==> src/rtl/core/sorted_timer_queue_assert.svh <==
// Assertion macros for the sorted timer queue.
// Used at the end of the top level; no other dependencies.
`ifndef SORTED_TIMER_QUEUE_ASSERT_SVH
`define SORTED_TIMER_QUEUE_ASSERT_SVH
`ifndef NO_ASSERTIONS
// Same-cycle implication under reset
`define STQ_ASSERT_NOW(label, clk, rst_n, ante, cons) \
  label: assert property (@(posedge clk) disable iff (!rst_n) (ante) |-> (cons)) \
    else $error("sorted_timer_queue: same-cycle check failed");
// Next-cycle implication under reset
`define STQ_ASSERT_NEXT(label, clk, rst_n, ante, cons) \
  label: assert property (@(posedge clk) disable iff (!rst_n) (ante) |=> (cons)) \
    else $error("sorted_timer_queue: next-cycle check failed");
`else
`define STQ_ASSERT_NOW(label, clk, rst_n, ante, cons)
`define STQ_ASSERT_NEXT(label, clk, rst_n, ante, cons)
`endif
`endif

==> src/rtl/core/stq_pkg.sv <==
// Shared types and constants of the sorted timer queue.
// No dependencies; used by the cell, the controller and the top level.
package stq_pkg;

  localparam int CAPACITY = 32;
  localparam int ID_COUNT = 256;
  localparam int ID_W     = 8;
  localparam int TIME_W   = 48;
  localparam int IVL_W    = 32;
  localparam int PEND_W   = 6;
  localparam int CNT_W    = $clog2(CAPACITY + 1);

  // Input action codes
  typedef enum logic [1:0] {
    ACT_TICK   = 2'd0,
    ACT_ADD    = 2'd1,
    ACT_REMOVE = 2'd2,
    ACT_NONE   = 2'd3
  } stq_action_t;

  // Result status codes
  typedef enum logic [1:0] {
    ST_OK        = 2'd0,
    ST_FULL      = 2'd1,
    ST_ARMED     = 2'd2,
    ST_NOT_ARMED = 2'd3
  } stq_status_t;

  typedef struct packed {
    logic [1:0]        action;
    logic [ID_W-1:0]   timer_id;
    logic [IVL_W-1:0]  interval_ms;
    logic [TIME_W-1:0] now_ms;
  } stq_in_t;

  typedef struct packed {
    logic              fired;
    logic [ID_W-1:0]   fired_id;
    logic [1:0]        status;
    logic [PEND_W-1:0] pending;
    logic              last;
  } stq_out_t;

  // One queue slot
  typedef struct packed {
    logic              valid;
    logic [TIME_W-1:0] deadline;
    logic [ID_W-1:0]   owner;
  } stq_entry_t;

  localparam stq_entry_t ENTRY_NONE = '0;

  // Operation broadcast to every cell
  typedef enum logic [1:0] {
    CELL_HOLD,
    CELL_INSERT,
    CELL_REMOVE,
    CELL_POP
  } stq_cell_op_t;

  typedef struct packed {
    stq_cell_op_t      op;
    logic [TIME_W-1:0] key;
    logic [ID_W-1:0]   id;
  } stq_cell_cmd_t;

  // Chain status seen by the controller
  typedef struct packed {
    logic            armed;
    logic            head_due;
    logic            next_due;
    logic [ID_W-1:0] head_id;
  } stq_chain_t;

endpackage

==> src/rtl/core/stq_ctrl.sv <==
// Sequencer of the sorted timer queue: takes input beats, drives the cell chain,
// keeps time and count, and holds the result beat. Depends on stq_pkg.
module stq_ctrl (
  input  logic                   clk,
  input  logic                   rst_n,
  input  logic                   in_valid,
  output logic                   in_stall,
  input  stq_pkg::stq_in_t       in_data,
  output logic                   out_valid,
  input  logic                   out_stall,
  output stq_pkg::stq_out_t      out_data,
  input  stq_pkg::stq_chain_t    chain,
  output stq_pkg::stq_cell_cmd_t cmd
);

  typedef enum logic {
    S_IDLE,
    S_EXEC
  } state_t;

  state_t                      state_r, state_nxt;
  logic [1:0]                  act_r, act_nxt;
  logic [stq_pkg::ID_W-1:0]    id_r, id_nxt;
  logic [stq_pkg::TIME_W-1:0]  dl_r, dl_nxt;
  logic [stq_pkg::TIME_W-1:0]  time_r, time_nxt;
  logic [stq_pkg::CNT_W-1:0]   count_r, count_nxt;
  logic                        out_valid_r, out_valid_nxt;
  stq_pkg::stq_out_t           out_beat_r, out_beat_nxt;
  logic [stq_pkg::TIME_W:0]    sum;
  logic                        out_free;
  logic                        id_bad;
  logic                        full;

  assign in_stall  = (state_r != S_IDLE);
  assign out_valid = out_valid_r;
  assign out_data  = out_beat_r;
  assign out_free  = !out_valid_r || !out_stall;

  // Deadline of an add, saturated to the time range
  assign sum    = {1'b0, time_r} + (stq_pkg::TIME_W + 1)'(in_data.interval_ms);
  assign id_bad = 32'(id_r) >= 32'(stq_pkg::ID_COUNT);
  assign full   = (count_r == stq_pkg::CNT_W'(stq_pkg::CAPACITY));

  always_comb begin
    state_nxt     = state_r;
    act_nxt       = act_r;
    id_nxt        = id_r;
    dl_nxt        = dl_r;
    time_nxt      = time_r;
    count_nxt     = count_r;
    out_valid_nxt = out_valid_r && out_stall;
    out_beat_nxt  = out_beat_r;
    cmd.op        = stq_pkg::CELL_HOLD;
    cmd.key       = (act_r == stq_pkg::ACT_TICK) ? time_r : dl_r;
    cmd.id        = id_r;

    case (state_r)
      S_IDLE: begin
        // Capture the beat; a tick moves the clock right away
        if (in_valid) begin
          act_nxt   = in_data.action;
          id_nxt    = in_data.timer_id;
          dl_nxt    = sum[stq_pkg::TIME_W] ? '1 : sum[stq_pkg::TIME_W-1:0];
          if (in_data.action == stq_pkg::ACT_TICK) begin
            time_nxt = in_data.now_ms;
          end
          state_nxt = S_EXEC;
        end
      end
      S_EXEC: begin
        // Act once the result register can take a beat
        if (out_free) begin
          out_valid_nxt     = 1'b1;
          out_beat_nxt      = '0;
          out_beat_nxt.last = 1'b1;
          state_nxt         = S_IDLE;
          case (act_r)
            stq_pkg::ACT_TICK: begin
              if (chain.head_due) begin
                cmd.op                = stq_pkg::CELL_POP;
                count_nxt             = count_r - stq_pkg::CNT_W'(1);
                out_beat_nxt.fired    = 1'b1;
                out_beat_nxt.fired_id = chain.head_id;
                out_beat_nxt.last     = !chain.next_due;
                if (chain.next_due) begin
                  state_nxt = S_EXEC;
                end
              end
            end
            stq_pkg::ACT_ADD: begin
              if (id_bad) begin
                out_beat_nxt.status = stq_pkg::ST_NOT_ARMED;
              end else if (chain.armed) begin
                out_beat_nxt.status = stq_pkg::ST_ARMED;
              end else if (full) begin
                out_beat_nxt.status = stq_pkg::ST_FULL;
              end else begin
                cmd.op    = stq_pkg::CELL_INSERT;
                count_nxt = count_r + stq_pkg::CNT_W'(1);
              end
            end
            stq_pkg::ACT_REMOVE: begin
              if (id_bad || !chain.armed) begin
                out_beat_nxt.status = stq_pkg::ST_NOT_ARMED;
              end else begin
                cmd.op    = stq_pkg::CELL_REMOVE;
                count_nxt = count_r - stq_pkg::CNT_W'(1);
              end
            end
            default: begin
              out_beat_nxt.status = stq_pkg::ST_OK;
            end
          endcase
          out_beat_nxt.pending = stq_pkg::PEND_W'(count_nxt);
        end
      end
      default: begin
        state_nxt = S_IDLE;
      end
    endcase
  end

  // Hold state, counters and the result beat
  always_ff @(posedge clk) begin
    act_r      <= act_nxt;
    id_r       <= id_nxt;
    dl_r       <= dl_nxt;
    out_beat_r <= out_beat_nxt;
    if (!rst_n) begin
      state_r     <= S_IDLE;
      time_r      <= '0;
      count_r     <= '0;
      out_valid_r <= 1'b0;
    end else begin
      state_r     <= state_nxt;
      time_r      <= time_nxt;
      count_r     <= count_nxt;
      out_valid_r <= out_valid_nxt;
    end
  end

endmodule

==> config.mk <==
export PLATFORM = sky130hd
export DESIGN_NAME = stq_ctrl
export DESIGN_NICKNAME = d
export VERILOG_FILES = /design/src/rtl/core/sorted_timer_queue_assert.svh /design/src/rtl/core/stq_pkg.sv /design/src/rtl/core/stq_ctrl.sv
export SDC_FILE = /design/constraint.sdc
export NUM_CORES = 1
export LEC_CHECK = 0
export BUFFER_PORTS_ARGS = -buffer_cell sky130_fd_sc_hd__buf_2
export CORE_MARGIN = 4
export CORE_UTILIZATION = 56
export CTS_BUF_LIST = sky130_fd_sc_hd__clkbuf_8
export DETAILED_ROUTE_END_ITERATION = 8
export GPL_TIMING_DRIVEN = 0
export PLACE_DENSITY = 0.83
export SLEW_MARGIN = 0
export SYNTH_ARGS = -nofsm -noshare
export SYNTH_HDL_FRONTEND = slang
export SYNTH_SLANG_ARGS = --single-unit
==> constraint.sdc <==
create_clock -name clk -period 4.3 [get_ports clk]
set_input_delay 1.29 -clock clk [delete_from_list [all_inputs] [get_ports clk]]
set_output_delay 1.29 -clock clk [all_outputs]
set_load 0.03 [all_outputs]
==> metrics.md <==
| Metric | Value |
|---|---|
| Status | `finished clean` |
| Flop-to-flop setup slack | `0.85 ns` |
| Die span in x | `126 um` |
| Final setup vio count | `0` |
| RSZ-0062 raised after global routing | `false` |
| YS warnings | `0` |
| Worst Path Required | `4.51 ns` |
| Crit end category | `flop` |
| Die Span Y | `126 um` |
| Fin crit period | `4.02 ns` |
| Met2 Use GR | `0.440` |
| Post-synth top area cell | `edfxtp_1` |
| Die area | `15800 um^2` |
| I/O Buffers | `180` |
| Seq/Total Area, Yosys | `0.438` |
| DR WL/cell | `16.6 um` |
| GRT Util Overall | `0.256` |
| Vias per cell | `5.61` |
| Yosys cell types | `61` |
| Largest buffer count on any clock path | `2` |
| GRT met1 Usage | `0.316` |
| Hold crit path type | `flop to flop` |
| Min-delay src | `time_r[2]` |
| Reg2reg start | `time_r[0]` |
| Initial antenna violation count | `3` |
| Max-cap violations | `0` |
| Post-route design area | `9320 um^2` |
| Fin. max-slew vios | `0` |
| Clock latency on the worst-skew pair | `0.45 ns` |
| Worst Slack Setup Final | `0.280 ns` |
| Worst Reg-to-Reg Cells | `12` |
| Post-Syn Area | `7770 um^2` |
| P&R area growth vs syn | `19.9%` |
| Drt initial violations | `451` |
| Fin crit share | `0.935` |
| Syn_nets | `973` |
| First-pass DRT Iterations | `7` |
| Worst slew margin | `0.428` |
| Hold EP | `time_r[2]` |
| Drt total wl | `20300 um` |
| H-tree levels | `4` |
| Fill cell count | `1130` |
| Clock skew | `0.00893 ns` |
| Placed cell area | `8920 um^2` |
| Pleak | `4.06 nW` |
| Crit Path Category | `primary input to flop` |
| PwrDens | `334 nW/um^2` |
| #FFs+latches synth | `132` |
| CP startpoint kind | `primary input` |
| Global route hottest layer | `met2` |
| Placer Congestion | `0.906` |
| Pin count of the biggest net entering global routing | `33` |
| Synth async-reset ratio | `0` |
| Top FF cell, synth | `edfxtp_1` |
| Fmax | `249 MHz` |
| CTS Root Cell | `clkbuf_8` |
| Hold depth | `2` |
| Via Count | `6832` |
| Total setup buffers inserted after CTS | `0` |
| Worst vdd ir | `0.266 mV` |
| Layout cells sized above 1 | `0.272` |
| Clock sink count | `132` |
| Post-synth top area share | `0.294` |
| GRT met3 Usage | `0.0665` |
| Number of cell rows | `42` |
| Arr. time, crit path | `4.23 ns` |
| Vias in the first global route | `6751` |
| Clock slew at reported path FFs | `0.07 ns` |
| Post-synth EDFFs | `76` |
| Worst slack at placement | `-0.177 ns` |
| Max FO, Critical Path | `6` |
| Mapped Avg Cell Area | `9.39 um^2` |
| Mapped Cells | `828` |
| First-pass GRT wire length | `32700 um` |
| Core ar. | `13400 um^2` |
| Overflow after GRT | `0` |
| Worst-Margin Slew | `0.851 ns` |
| Initial Util | `0.580` |
| Final hold vios | `0` |
| Boundary Pins | `183` |
| Commonest non-fill, non-tap cell in the layout | `buf_2` |
| Drt drc | `0` |
| Nets | `1173` |
| CTS tree | `yes` |
| Top cells by area, synth | `edfxtp_1, dfxtp_1, nand2_1` |
| Number of buffers created by CTS | `17` |
| HPWL Detailed | `15300 um` |
| ANT nets after route | `0` |
| Most frequent cells in the layout | `buf_2, nand2_1, edfxtp_1, dfxtp_1, a21oi_1` |
| R2r endpoint | `dl_r[42]` |
==> layer usage <==
layer | up-vias | wire length [um]
met5 | - | 22
met4 | 4 | 435
met3 | 40 | 1530
met2 | 240 | 9890
met1 | 3187 | 8390
li1 | 3361 | -
==> worst max-delay path by stage <==
| stage | cells past startpoint | slack, ns | start | endpoint |
|---|---|---|---|---|
| floorplan | 3 | 0.28 | out_stall | cmd[56] |
| global placement | 13 | -0.14 | in_data[48] | dl_r[46] |
| detailed placement | 13 | -0.18 | in_data[48] | dl_r[42] |
| CTS | 6 | 0.06 | act_r[0] | cmd[38] |
| global route | 13 | 0.002 | in_data[48] | dl_r[46] |
| finish | 13 | 0.28 | in_data[48] | dl_r[42] |
==> kinds of logic (layout without fill, tap and decap cells) <==
group                      count (synthesis)  count (layout)  synth area share
DFF                                      132             132             0.438
buffers and inverters                     69             282            0.0348
xor gates and xnor gates                  35              35            0.0394
adders and majority gates                 40              40            0.0654
muxes                                     55              55            0.0795
and+or+nand+nor                          298             298             0.173
other                                      0               1                 0
AOI/OAI and AO/OA                        199             199             0.170
==> sequential cells by signal (all words and copies together), names as in the netlist <==
signal,flops
dl_r,48
time_r,48
out_data,18
id_r,8
count_r,6
act_r,2
in_stall,1
out_valid,1
==> synth_stat cells (all sizes together), types with 2 or more instances <==
cell and count:
a211oi 3, a21boi 52, a21o 15, a21oi 55, a221oi 2, a31oi 6
a41oi 2, and2 5, and3 19, and4 3, buf 10, clkbuf 33
dfxtp 56, edfxtp 76, ha 39, inv 26, mux2 54, nand2 174
nand2b 7, nand3 24, nand4 12, nor2 30, nor2b 9, nor3 7
o211ai 3, o21a 6, o21ai 32, o21bai 4, o221ai 3, o31ai 3
or2 2, xnor2 19, xor2 16
==> per-stage QoR <==
step | TNS [ns] | power, mW | std cells | util | hold slack, ns
5_1_grt | 0 | 3.23 | 1218 | 0.695 | 0.503
2_1_floorplan | 0 | 1.90 | 828 | - | 0.457
6_report | 0 | 3.11 | 1218 | 0.695 | 0.480
4_1_cts | 0 | 3.12 | 1217 | 0.695 | 0.486
3_3_place_gp | -0.471 | 2.09 | 1184 | 0.664 | 0.469
3_5_place_dp | -0.718 | 2.10 | 1185 | 0.665 | 0.476
==> where the power goes <==
part           internal [mW]  switching (mW)  leakage [nW]
clock network          0.557           0.478         0.206
registers               1.42          0.0341          1.19
logic                  0.228           0.390          2.66
==> layout make-up <==
class	count	area, um^2	area share
Tap cell	176	220	0.0236
Timing Repair Buffer	181	921	0.0989
Clock buffer	17	234	0.0251
Inverter	26	97.6	0.0105
Antenna cell	1	2.50	0.000269
Clock inverter	15	150	0.0161
Buffer	43	178	0.0191
Multi-Input combinational cell	627	4110	0.441
Sequential cell	132	3400	0.365
==> repair_timing <==
item | CTS | global route
endpoints found under the setup margin | 2 | 32
resized for setup | 1 | 8
hold buffers | 0 | 0
==> worst max-delay path: stages <==
cell and delay (ns):
buf_2 0.09, ha_1 0.17, inv_1 0.06, fa_1 0.40, nand2b_1 0.18, a21oi_1 0.20, o21ai_1 0.13, a21oi_1 0.22
o2111ai_1 0.17, a31oi_1 0.49, nand4_1 0.29, nor2_1 0.18, mux2_2 0.35
Power figures use the tool's default switching activity.
