<file path="config.mk">
export PLATFORM = sky130hd
export DESIGN_NAME = stq_cell
export DESIGN_NICKNAME = d
export VERILOG_FILES = /design/src/rtl/core/sorted_timer_queue_assert.svh /design/src/rtl/core/stq_pkg.sv /design/src/rtl/core/stq_cell.sv
export SDC_FILE = /design/constraint.sdc
export NUM_CORES = 1
export LEC_CHECK = 0
export ABC_AREA = 1
export BUFFER_PORTS_ARGS = -buffer_cell sky130_fd_sc_hd__buf_2
export CAP_MARGIN = 0
export CORE_MARGIN = 10
export CORE_UTILIZATION = 42
export CTS_BUF_LIST = sky130_fd_sc_hd__clkbuf_16
export DETAILED_ROUTE_END_ITERATION = 7
export HOLD_SLACK_MARGIN = 0.03
export PLACE_DENSITY = 0.78
export SYNTH_ARGS = -nofsm -noshare
export SYNTH_HDL_FRONTEND = slang
export SYNTH_SLANG_ARGS = --single-unit
</file>
<file path="constraint.sdc">
create_clock -name clk -period 2.9 [get_ports clk]
set_clock_uncertainty 0.2 [all_clocks]
set_input_delay 0.29 -clock clk [delete_from_list [all_inputs] [get_ports clk]]
set_output_delay 0.29 -clock clk [all_outputs]
set_load 0.005 [all_outputs]
</file>
<file path="src/rtl/core/sorted_timer_queue_assert.svh">
// Assertion macros for the sorted timer queue.
// Used at the end of the top level; no other dependencies.
`ifndef SORTED_TIMER_QUEUE_ASSERT_SVH
`define SORTED_TIMER_QUEUE_ASSERT_SVH
`ifndef NO_ASSERTIONS
// Same-cycle implication under reset
`define STQ_ASSERT_NOW(label, clk, rst_n, ante, cons) \
  label: assert property (@(posedge clk) disable iff (!rst_n) (ante) |-> (cons)) \
    else $error("sorted_timer_queue: same-cycle check failed");
// Next-cycle implication under reset
`define STQ_ASSERT_NEXT(label, clk, rst_n, ante, cons) \
  label: assert property (@(posedge clk) disable iff (!rst_n) (ante) |=> (cons)) \
    else $error("sorted_timer_queue: next-cycle check failed");
`else
`define STQ_ASSERT_NOW(label, clk, rst_n, ante, cons)
`define STQ_ASSERT_NEXT(label, clk, rst_n, ante, cons)
`endif
`endif

</file>
<file path="src/rtl/core/stq_pkg.sv">
// Shared types and constants of the sorted timer queue.
// No dependencies; used by the cell, the controller and the top level.
package stq_pkg;

  localparam int CAPACITY = 32;
  localparam int ID_COUNT = 256;
  localparam int ID_W     = 8;
  localparam int TIME_W   = 48;
  localparam int IVL_W    = 32;
  localparam int PEND_W   = 6;
  localparam int CNT_W    = $clog2(CAPACITY + 1);

  // Input action codes
  typedef enum logic [1:0] {
    ACT_TICK   = 2'd0,
    ACT_ADD    = 2'd1,
    ACT_REMOVE = 2'd2,
    ACT_NONE   = 2'd3
  } stq_action_t;

  // Result status codes
  typedef enum logic [1:0] {
    ST_OK        = 2'd0,
    ST_FULL      = 2'd1,
    ST_ARMED     = 2'd2,
    ST_NOT_ARMED = 2'd3
  } stq_status_t;

  typedef struct packed {
    logic [1:0]        action;
    logic [ID_W-1:0]   timer_id;
    logic [IVL_W-1:0]  interval_ms;
    logic [TIME_W-1:0] now_ms;
  } stq_in_t;

  typedef struct packed {
    logic              fired;
    logic [ID_W-1:0]   fired_id;
    logic [1:0]        status;
    logic [PEND_W-1:0] pending;
    logic              last;
  } stq_out_t;

  // One queue slot
  typedef struct packed {
    logic              valid;
    logic [TIME_W-1:0] deadline;
    logic [ID_W-1:0]   owner;
  } stq_entry_t;

  localparam stq_entry_t ENTRY_NONE = '0;

  // Operation broadcast to every cell
  typedef enum logic [1:0] {
    CELL_HOLD,
    CELL_INSERT,
    CELL_REMOVE,
    CELL_POP
  } stq_cell_op_t;

  typedef struct packed {
    stq_cell_op_t      op;
    logic [TIME_W-1:0] key;
    logic [ID_W-1:0]   id;
  } stq_cell_cmd_t;

  // Chain status seen by the controller
  typedef struct packed {
    logic            armed;
    logic            head_due;
    logic            next_due;
    logic [ID_W-1:0] head_id;
  } stq_chain_t;

endpackage

</file>
<file path="src/rtl/core/stq_cell.sv">
// One slot of the sorted chain: holds a deadline and owner, shifts with neighbors.
// Depends on stq_pkg.
module stq_cell (
  input  logic                   clk,
  input  logic                   rst_n,
  input  stq_pkg::stq_cell_cmd_t cmd,
  input  stq_pkg::stq_entry_t    left_entry,
  input  logic                   left_move,
  input  logic                   left_found,
  input  stq_pkg::stq_entry_t    right_entry,
  output stq_pkg::stq_entry_t    entry,
  output logic                   due,
  output logic                   move,
  output logic                   found
);

  logic                           valid_r, valid_nxt;
  logic [stq_pkg::TIME_W-1:0]     deadline_r, deadline_nxt;
  logic [stq_pkg::ID_W-1:0]       owner_r, owner_nxt;
  stq_pkg::stq_entry_t            ent_nxt;

  assign entry = '{valid: valid_r, deadline: deadline_r, owner: owner_r};

  // Compare against the broadcast key and id
  assign due   = valid_r && (deadline_r <= cmd.key);
  assign move  = !due;
  assign found = left_found || (valid_r && (owner_r == cmd.id));

  // Pick the next slot content
  always_comb begin
    ent_nxt = entry;
    case (cmd.op)
      stq_pkg::CELL_INSERT: begin
        if (move) begin
          if (left_move) begin
            ent_nxt = left_entry;
          end else begin
            ent_nxt = '{valid: 1'b1, deadline: cmd.key, owner: cmd.id};
          end
        end
      end
      stq_pkg::CELL_REMOVE: begin
        if (found) begin
          ent_nxt = right_entry;
        end
      end
      stq_pkg::CELL_POP: begin
        ent_nxt = right_entry;
      end
      default: begin
        ent_nxt = entry;
      end
    endcase
  end

  assign valid_nxt    = ent_nxt.valid;
  assign deadline_nxt = ent_nxt.deadline;
  assign owner_nxt    = ent_nxt.owner;

  // Hold slot; only the valid bit is cleared at reset
  always_ff @(posedge clk) begin
    deadline_r <= deadline_nxt;
    owner_r    <= owner_nxt;
    if (!rst_n) begin
      valid_r <= 1'b0;
    end else begin
      valid_r <= valid_nxt;
    end
  end

endmodule

</file>
==> Implementation_results.wiki, run 1 <==
{| class="wikitable"
! Metric !! Value
|-
| Fraction of synthesized cell area taken by the top area cell type || between 30% and 40%
|-
| Clock buffers created by TritonCTS || 9
|-
| Core Box Area || around 0.01 mm^2
|-
| Share of async-settable or async-resettable flops after synthesis || 0%
|-
| Count of unique library cells instantiated by Yosys || 34
|-
| Actual transition at the worst max-transition pin || 0.546 ns
|-
| Post-Synthesis Net Count || about 750
|-
| Average footprint of a synthesized cell || about 8.4 um^2
|-
| Via count of the routed design || about 4500
|-
| Maximum buffer depth of the clock tree || 2
|-
| Hold_buf cts || 1
|-
| Weighted congestion reported at the end of routability-driven placement || about 0.9
|-
| Per-cell via count in the routed design || roughly 5.1
|-
| Required time of the critical path || 2.41 ns
|-
| Min setup slack post-route || ~0.28 ns
|-
| Proportion of layout cells with a drive suffix above 1 || a little over a third
|-
| R2R cell count || 14
|-
| Final worst path period need || 2.62 ns
|-
| Cells taking the most area after synthesis || edfxtp_1, ha_1, nand2_1
|-
| Number of antenna violations at the first check in global routing || 0
|-
| Total standard cell area after synthesis || between 0.004 and 0.005 mm^2
|-
| Number of top-level design ports || roughly 240
|-
| Worst setup path category || flip-flop to primary output
|-
| Worst Setup End Kind || primary output
|-
| Remaining routing DRC violations || 0
|-
| Post-cts resize count || 0
|-
| Number of buffer cells added on primary ports || between 200 and 250
|-
| DR iter-0 viols || about 280
|-
| Count leader, synth || nand2_1
|-
| Average wire per standard cell || about 16 um
|-
| DIE HEIGHT || 122 um
|-
| Leakage power figure || approximately 0.0030 uW
|-
| Number of slew-limit violations in the final report || 0
|-
| Initial cell density of the core || ~43%
|-
| Finish-stage setup viols || 0
|-
| Instance count of the mapped netlist || about 520
|-
| Post-synth top cells || nand2_1, inv_1, edfxtp_1, ha_1
|-
| Number of flops mapped to enable cells by yosys || 56
|-
| Final hold vios || 0
|-
| Sequential share of the synthesized area || 38.6%
|-
| # rows || 37
|-
| Max_slew headroom || about 64%
|-
| Post-CTS Setup Repair Bufs || 0
|-
| Ratio of total power to cell area || approximately 460 mW/mm^2
|-
| Final Cycle Share || roughly nine tenths
|-
| Most common flop cell mapped by yosys || edfxtp_1
|-
| Synthesis-to-layout area growth || 35.8%
|-
| Total overflow reported by the global router || 0
|-
| Global Route Usage Sum || between 10% and 20%
|-
| Routed wire length || about 15000 um
|-
| Crit path capture || due
|-
| Estimated wirelength of the detail-placed design || ~12000 um
|-
| Leading area contributor after synthesis || edfxtp_1
|-
| Clock-pin slew reported for the worst setup and hold paths after clock tree synthesis || approximately 0.05 ns
|-
| Max-cap check violation count || 0
|-
| Clock network latency to the later pin of the worst-skew pair || 0.32 ns
|-
| Synthesis warning total || 0
|-
| Launching element type of the critical path || flip-flop
|-
| Area enclosed by the die boundary || roughly 0.015 mm^2
|-
| Largest fanout of any net on the critical path || 2
|-
| Worst voltage drop across the vdd grid || about 220 uV
|-
| Peak Freq || around 380 MHz
|-
| Reg2Reg Capture Point || deadline_r[8]$_DFFE_PP_
|-
| Clock root buffer || clkbuf_16
|-
| RSZ-0062 raised after global routing || false
|-
| Total of fill cells in the finished design || 942
|-
| Routed Antenna Nets || 0
|-
| Setup Total Neg Slack || 0 ns
|-
| Layout Nets || around 1000
|-
| Die width || approximately 120 um
|-
| Crit path launch || deadline_r[19]$_DFFE_PP_
|-
| Flop-to-flop setup slack || between 0.2 and 0.3 ns
|-
| Class of the most critical hold timing path || primary input to flip-flop
|-
| DP Worst Slack || a little over 0.3 ns
|-
| Iteration count of the initial detailed-routing pass || 5
|-
| Antenna diode count || 0
|-
| Sink count of the clock tree || 57
|-
| CTS H-Tree Depth || 3
|-
| Critical R2R Launch || deadline_r[19]$_DFFE_PP_
|-
| Result of the run || finished clean
|-
| CP Data Arrival Time || roughly 2.1 ns
|-
| Register bit count reported by yosys || between 50 and 60
|-
| Via count of the first global-routing pass || between 4000 and 5000
|-
| Pin count of the biggest net entering global routing || 56
|-
| First-pass GRT wire length || 22100 um
|-
| TritonCTS clock tree || built
|}
==> per-layer routing <==
metal / track usage [%] / vias up / share of wire, %
li1: - / 2261 / -
met1: 20.2 / 2041 / 39
met2: 31.5 / 204 / 50
met3: 5.37 / 31 / 9.0
met4: 7.81 / 0 / 2.8
met5: 0 / - / 0
==> how the worst min path moves through the flow <==
stage               startpoint                        to  slack (ns)  cells past startpoint
2_1_floorplan  right_entry[18]  deadline_r[10]$_DFFE_PP_        0.28                      1
3_3_place_gp   right_entry[13]   deadline_r[5]$_DFFE_PP_        0.36                      2
3_5_place_dp   right_entry[13]   deadline_r[5]$_DFFE_PP_        0.36                      2
4_1_cts        right_entry[49]  deadline_r[41]$_DFFE_PP_        0.03                      2
5_1_grt        right_entry[49]  deadline_r[41]$_DFFE_PP_        0.04                      2
6_report       right_entry[14]   deadline_r[6]$_DFFE_PP_        0.05                      2
==> area by class of cell <==
cell class	instances	area, um^2	share of cell area (%)
clock buffer	9	225	3.76
sequential	57	1700	28.4
inverter	76	289	4.82
tap	136	170	2.84
clock inverter	7	38.8	0.647
multi-input combinational	365	2310	38.6
timing repair buffer	243	1250	20.9
==> stage by stage <==
stage               utilization [%]  hold slack (ns)  std cells  area [um^2]  power [uW]
floorplan                         -            0.276        523         4420        1490
global placement               55.6            0.364        876         5720        1800
detailed placement             55.6            0.365        876         5720        1830
CTS                            58.3           0.0321        893         5990        2780
global route                   58.3           0.0364        893         5990        2910
finish                         58.3           0.0453        893         5990        2740
==> state kept, by name, indices dropped and copies added (netlist names) <==
signal	cells
deadline_r	48
owner_r	8
valid_r	1
==> worst max-delay path: stages (launching register included) <==
cell and delay [ns]:
edfxtp_1 0.40, ha_1 0.31, nand2_1 0.06, inv_2 0.05
nand3_1 0.06, nor3_1 0.21, nand2_1 0.13, nor2_2 0.12
nand2_1 0.07, nand3_2 0.06, nand2_2 0.06, nand2_1 0.11
inv_1 0.05, buf_2 0.12
==> power by group <==
| group | total [uW] | switching, uW | internal, uW |
|---|---|---|---|
| clock network | 931 | 364 | 567 |
| logic | 734 | 395 | 340 |
| registers | 1080 | 51.8 | 1030 |
| total | 2740 | 810 | 1930 |
==> cells in the final DEF (no fill, tap or decap), types with 4 or more instances in the layout <==
cell type  netlist  final
nor2_1          25     25
nand3_2          4      4
inv_2            6      6
inv_1           69     69
o21a_1          47     47
clkbuf_16        0      9
edfxtp_1        56     56
nand3_1          4      4
ha_1            48     48
buf_2            9    234
clkinv_2         0      4
nand2_1        126    126
a21oi_1         38     38
o211ai_1        47     47
buf_4            2      7
==> cells by family (layout without fill, tap and decap cells) <==
| logic type | Yosys count | after routing | synth area share [%] |
|---|---|---|---|
| AOI/OAI and AO/OA | 143 | 143 | 22.2 |
| xor gates and xnor gates | 3 | 3 | 0.596 |
| adders and majority gates | 48 | 48 | 13.6 |
| buffers and inverters | 101 | 335 | 9.02 |
| DFF | 57 | 57 | 38.6 |
| and+or+nand+nor | 171 | 171 | 16.1 |
No activity file was read; power rests on OpenSTA's default activity.
==> run 2, diff against run 1 <==
CORE_UTILIZATION = 40   (was 42)
PLACE_DENSITY = 0.74   (was 0.78)
==> run 2 against run 1 <==
  * Setup slack better by 0.014 ns
  * Clock power up 6.2%
  * Via count down 2.1%
  * Global-route usage down 0.81 points
  * Die area up 4.2%
  * First-iteration DRC count down 56%
  * Clock-buffer cell count unchanged
  * Critical path type unchanged
==> Implementation_results.wiki, run 2 (same netlist as run 1, synthesis figures left out) <==
{| class="wikitable"
! Metric !! Value
|-
| Result of the run || finished clean
|-
| Number of top-level design ports || ~240
|-
| Total placed cells including tap cells || between 800 and 900
|-
| Clock network latency to the later pin of the worst-skew pair || between 0.3 and 0.4 ns
|-
| Final Cycle Share || between 80% and 90%
|-
| Worst voltage drop across the vdd grid || roughly 240 uV
|-
| Iteration count of the initial detailed-routing pass || 4
|-
| Global Route Usage Sum || 17.3%
|-
| Initial cell density of the core || between 40% and 50%
|-
| Commonest non-fill, non-tap cells in the layout || buf_2, nand2_1, inv_1, edfxtp_1, ha_1
|-
| Pin count of the biggest net entering global routing || between 80 and 90
|-
| Remaining routing DRC violations || 0
|-
| Biggest regs || deadline_r (48), owner_r (8), valid_r (1)
|-
| Register area || around 0.0017 mm^2
|-
| Weighted congestion reported at the end of routability-driven placement || between 0.8 and 0.9
|-
| Worst setup path category || flip-flop to primary output
|-
| DR iter-0 viols || 121
|-
| Top reg by flops || deadline_r
|-
| Final hold vios || 0
|-
| Antenna diode count || 0
|-
| Largest stage delay on the critical path || 0.41 ns
|-
| Finished Layout Cells || just under 900
|-
| Routed wire length || around 14000 um
|-
| Via count of the first global-routing pass || 4856
|-
| Area enclosed by the die boundary || ~0.016 mm^2
|-
| Min setup slack post-route || between 0.2 and 0.3 ns
|-
| Fraction of met3 tracks used by global routing || 5.66%
|-
| Core Box Area || between 0.01 and 0.015 mm^2
|-
| Total overflow reported by the global router || 0
|-
| Finish-stage setup viols || 0
|-
| Largest fanout of any net on the critical path || 3
|-
| Worst Setup End Kind || primary output
|-
| DIE HEIGHT || ~130 um
|-
| Total of fill cells in the finished design || a little over 1000
|-
| Commonest non-fill, non-tap cell in the layout || buf_2
|-
| Number of slew-limit violations in the final report || 0
|-
| Post-CTS Setup Repair Bufs || 0
|-
| CP max-delay cell || edfxtp_1
|-
| Hold_buf cts || 0
|-
| Estimated wirelength of the detail-placed design || around 12000 um
|-
| Proportion of layout cells with a drive suffix above 1 || between 30% and 40%
|-
| Launching element type of the critical path || flip-flop
|-
| Clock buffers created by TritonCTS || 9
|-
| Total design power || between 2000 and 3000 uW
|-
| Actual transition at the worst max-transition pin || a little over 0.5 ns
|-
| Setup Total Neg Slack || 0 ns
|-
| Peak Freq || 384 MHz
|-
| CTS H-Tree Depth || 3
|-
| Crit path launch || deadline_r[31]$_DFFE_PP_
|-
| Post-route core utilization || between 50 and 60%
|-
| Sink count of the clock tree || 57
|-
| Post-cts resize count || 0
|-
| Routed Antenna Nets || 0
|-
| Number of flip-flops under the largest register name || 48
|-
| DP Worst Slack || around 0.33 ns
|-
| Via count of the routed design || around 4400
|-
| # rows || 38
|-
| TritonCTS clock tree || built
|-
| Synthesis-to-layout area growth || 36.1%
|-
| First-pass GRT wire length || roughly 23000 um
|-
| Ratio of total power to cell area || ~470 mW/mm^2
|-
| Clock-pin slew reported for the worst setup and hold paths after clock tree synthesis || 0.05 ns
|-
| Clock root buffer || clkbuf_16
|-
| Global routing's busiest layer || met2
|-
| Class of the most critical hold timing path || primary input to flip-flop
|-
| Die width || approximately 130 um
|-
| CP Data Arrival Time || between 2 and 2.5 ns
|-
| Required time of the critical path || 2.41 ns
|-
| Number of buffer cells added on primary ports || between 200 and 250
|-
| Max-cap check violation count || 0
|-
| Most frequent CP cell || nand2_1
|-
| Cells along the critical path || ha_1, nand2_1, nor3_1, nand2_1, nor2_2, nand2_1, nand3_2, nand2_2, nand2_1, inv_1, buf_2
|-
| Maximum buffer depth of the clock tree || 2
|-
| Final worst path period need || 2.61 ns
|-
| Critical R2R Launch || deadline_r[31]$_DFFE_PP_
|-
| Met1 routing resource usage after global routing || a little under a fifth
|-
| Average wire per standard cell || roughly 16 um
|-
| RSZ-0062 raised after global routing || false
|-
| HP Start || right_entry[49]
|-
| Max_slew headroom || about two thirds
|-
| Multi-input gate area || roughly 0.0023 mm^2
|-
| Per-cell via count in the routed design || slightly below 5
|-
| Leakage power figure || roughly 0.003 uW
|-
| Layout Nets || just under 1000
|-
| Number of antenna violations at the first check in global routing || 0
|-
| GRT met2 Usage || a little under a third
|}
==> run 2: critical path: cells and delay by family, from the launching register on <==
kind | cells | cell delay (ns)
adders and majority gates | 1 | 0.31
buffers and inverters | 2 | 0.17
DFF | 1 | 0.41
and+or+nand+nor | 8 | 0.92
==> run 2: area by class of cell <==
| class | count | area share, % |
|---|---|---|
| well taps | 140 | 2.92 |
| clock inverters | 7 | 0.896 |
| clock buffers | 9 | 3.75 |
| inverters | 76 | 4.81 |
| multi-input cells | 365 | 38.5 |
| flip-flops and latches | 57 | 28.3 |
| repair buffers | 239 | 20.8 |
==> run 2: per-layer routing <==
metal / vias to the layer above / part of all wire (%)
met5: - / 0
li1: 2251 / -
met3: 21 / 8.2
met4: 0 / 1.7
met2: 188 / 51
met1: 1980 / 40
==> run 2: report_power, final <==
| group | total (uW) | leakage [uW] | internal (uW) | switching, uW |
|---|---|---|---|---|
| combinational | 730 | 0.00232 | 340 | 390 |
| clock | 989 | 0.000144 | 646 | 343 |
| sequential | 1080 | 0.000560 | 1030 | 49.6 |
==> run 2: metrics by stage <==
step	hold WS (ns)	area (um^2)
2_1_floorplan	0.276	4420
3_3_place_gp	0.363	5720
3_5_place_dp	0.365	5720
4_1_cts	0.0329	6000
5_1_grt	0.0443	6000
6_report	0.0430	6000
==> run 2: final timing paths <==
check                                                 to  slack (ns)  depth (start not counted)
worst max-delay path                                 due        0.29                         11
worst min-delay path            deadline_r[41]$_DFFE_PP_        0.04                          2
worst max register to register   deadline_r[2]$_DFFE_PP_        0.35                         12
worst min register to register      valid_r$_SDFFE_PN0P_        0.43                          4
==> run 3, diff against run 2 <==
CTS_BUF_LIST = sky130_fd_sc_hd__clkbuf_8   (was sky130_fd_sc_hd__clkbuf_16)
GPL_TIMING_DRIVEN = 0   (was unset)
==> run 3 against run 2 <==
  * Combinational power increased by 11%
  * Via count up 6.1%
  * Global-route usage grew 2.1 points
  * Die area unchanged
  * Sequential share of layout area down 1.8 points
  * Power is 10% lower
  * Non-clock buffer count increased by 57
  * Critical endpoint is now deadline_r[17]$_DFFE_PP_
  * Largest cell class unchanged
  * Highest routed layer unchanged
==> Implementation_results.wiki, run 3 (same netlist as run 1, synthesis figures left out) <==
{| class="wikitable"
! Metric !! Value
|-
| Result of the run || finished clean
|-
| TritonCTS clock tree || built
|-
| Number of slew-limit violations in the final report || 0
|-
| Iteration count of the initial detailed-routing pass || 4
|-
| Worst Setup End Kind || flip-flop
|-
| Maximum buffer depth of the clock tree || 2
|-
| Combinational Power Share || between 30% and 40%
|-
| Number of antenna violations at the first check in global routing || 0
|-
| Proportion of layout cells with a drive suffix above 1 || a little over a third
|-
| Number of top-level design ports || between 200 and 250
|-
| Reg2Reg Capture Point || deadline_r[17]$_DFFE_PP_
|-
| Estimated wirelength of the detail-placed design || 12400 um
|-
| Launching element type of the critical path || flip-flop
|-
| Routed Antenna Nets || 0
|-
| Number of flip-flops under the largest register name || 48
|-
| Final worst path period need || around 2.9 ns
|-
| Die width || 125 um
|-
| Final Cycle Share || between 90% and 100%
|-
| Weighted congestion reported at the end of routability-driven placement || 0.841
|-
| Min setup slack post-route || 0.00934 ns
|-
| Total net switching power || just over 800 uW
|-
| Hold Path Cell Cnt || 2
|-
| Clock Power Share || 24.7%
|-
| DR iter-0 viols || slightly above 200
|-
| Internal power contribution || between 1500 and 2000 uW
|-
| Max-cap check violation count || 0
|-
| Actual transition at the worst max-transition pin || 0.717 ns
|-
| Clock network latency to the later pin of the worst-skew pair || around 0.34 ns
|-
| Routed wire length || 16000 um
|-
| Post-route standard cell area excluding fillers || approximately 0.0064 mm^2
|-
| Commonest non-fill, non-tap cells in the layout || buf_2, nand2_1, inv_1, edfxtp_1
|-
| Remaining routing DRC violations || 0
|-
| R2R cell count || 11
|-
| DIE HEIGHT || between 100 and 150 um
|-
| Clock buffers created by TritonCTS || 9
|-
| CTS H-Tree Depth || 3
|-
| Initial cell density of the core || 40.7%
|-
| Flop-to-flop setup slack || between 0.009 and 0.01 ns
|-
| Required time of the critical path || about 2.6 ns
|-
| Ratio of total power to cell area || roughly 390 mW/mm^2
|-
| Clock-pin slew reported for the worst setup and hold paths after clock tree synthesis || about 0.070 ns
|-
| Worst setup path category || flip-flop to flip-flop
|-
| Endpoint, Worst Hold || deadline_r[38]$_DFFE_PP_
|-
| Largest fanout of any net on the critical path || 28
|-
| Register share of total power || a little over two fifths
|-
| Top reg by flops || deadline_r
|-
| Finish-stage setup viols || 0
|-
| Total overflow reported by the global router || 0
|-
| Layout Nets || 1030
|-
| Via count of the routed design || 4710
|-
| Commonest non-fill, non-tap cell in the layout || buf_2
|-
| Average wire per standard cell || around 17 um
|-
| Setup Total Neg Slack || 0 ns
|-
| Sink count of the clock tree || 57
|-
| Clock root buffer || clkbuf_8
|-
| Area enclosed by the die boundary || 0.0156 mm^2
|-
| Class of the most critical hold timing path || primary input to flip-flop
|-
| Final hold slack || between 0.05 and 0.06 ns
|-
| HP Start || right_entry[46]
|-
| Per-cell via count in the routed design || 4.95
|-
| Antenna diode count || 0
|-
| Global Route Usage Sum || 19.4%
|-
| CP Data Arrival Time || 2.56 ns
|-
| Synthesis-to-layout area growth || 45.5%
|-
| Via count of the first global-routing pass || 5184
|-
| Max_slew headroom || a little over half
|-
| Worst voltage drop across the vdd grid || 209 uV
|-
| Biggest regs || deadline_r (48), owner_r (8), valid_r (1)
|-
| Leakage power figure || roughly 0.0032 uW
|-
| First-pass GRT wire length || between 20000 and 30000 um
|-
| Core Box Area || 0.0108 mm^2
|-
| Post-route core utilization || 59.2%
|-
| Number of buffer cells added on primary ports || between 200 and 250
|-
| Peak Freq || 346 MHz
|-
| Final hold vios || 0
|-
| Critical R2R Launch || deadline_r[11]$_DFFE_PP_
|-
| Sw Ratio || 32.2%
|-
| RSZ-0062 raised after global routing || true
|-
| Instance area after placement || between 0.005 and 0.006 mm^2
|-
| Pin count of the biggest net entering global routing || 29
|-
| DP Worst Slack || -0.762 ns
|-
| # rows || 38
|}
## run 3: how the worst max path moves through the flow
stage | start | endpoint | slack [ns] | cells past startpoint
5_1_grt | deadline_r[25]$_DFFE_PP_ | deadline_r[43]$_DFFE_PP_ | -0.14 | 10
3_3_place_gp | cmd[39] | deadline_r[31]$_DFFE_PP_ | -0.71 | 12
3_5_place_dp | cmd[39] | deadline_r[12]$_DFFE_PP_ | -0.76 | 12
4_1_cts | deadline_r[31]$_DFFE_PP_ | deadline_r[37]$_DFFE_PP_ | -0.04 | 11
6_report | deadline_r[11]$_DFFE_PP_ | deadline_r[17]$_DFFE_PP_ | 0.009 | 11
2_1_floorplan | deadline_r[47]$_DFFE_PP_ | deadline_r[0]$_DFFE_PP_ | 0.01 | 11
## run 3: layout make-up
cell class                 count  area [um^2]
multi-input combinational    365         2440
tap                          140          175
inverter                      76          289
fill                         949         4420
buffer                        25          113
sequential                    57         1700
timing repair buffer         271         1540
clock buffer                   9          124
clock inverter                 7         30.0
timing repair inverter         1         7.51
## run 3: metrics by stage
stage	total power [uW]	std cells
4_1_cts	2510	951
6_report	2510	951
3_5_place_dp	1840	897
5_1_grt	2680	951
3_3_place_gp	1810	897
2_1_floorplan	1490	523
## run 3: what timing repair did
item | 4_1_cts | 5_1_grt
buffers inserted | 0 | 0
gates resized for setup | 7 | 13
hold buffers | 37 | 0
hold endpoints to repair | 37 | 0
pin swaps | 1 | 1
setup endpoints to repair | 56 | 56
gates cloned | 1 | 0
## run 3: critical path, stage by stage (launching register included)
cell        delay (ns)
edfxtp_1          0.43
ha_1              0.33
a21oi_1           0.15
nand2_1           0.08
a21oi_2           0.15
nand2_1           0.08
nand2_1           0.07
nand3_2           0.06
nand2_2           0.10
nand3_4           0.08
nand2_4           0.10
clkinvlp_4        0.58
## run 3: per-layer routing
layer	GRT usage, %	share of wire (%)
met3	5.45	7.2
met2	34.6	50
met5	0	0
met1	21.5	41
met4	7.38	1.4
## run 3: power groups by stage
stage / clock (uW) / sequential [uW] / combinational [uW]
CTS: 643 / 1080 / 793
finish: 621 / 1080 / 810
global placement: 0 / 1090 / 718
floorplan: 0 / 1100 / 394
global route: 675 / 1090 / 914
detailed placement: 0 / 1100 / 738
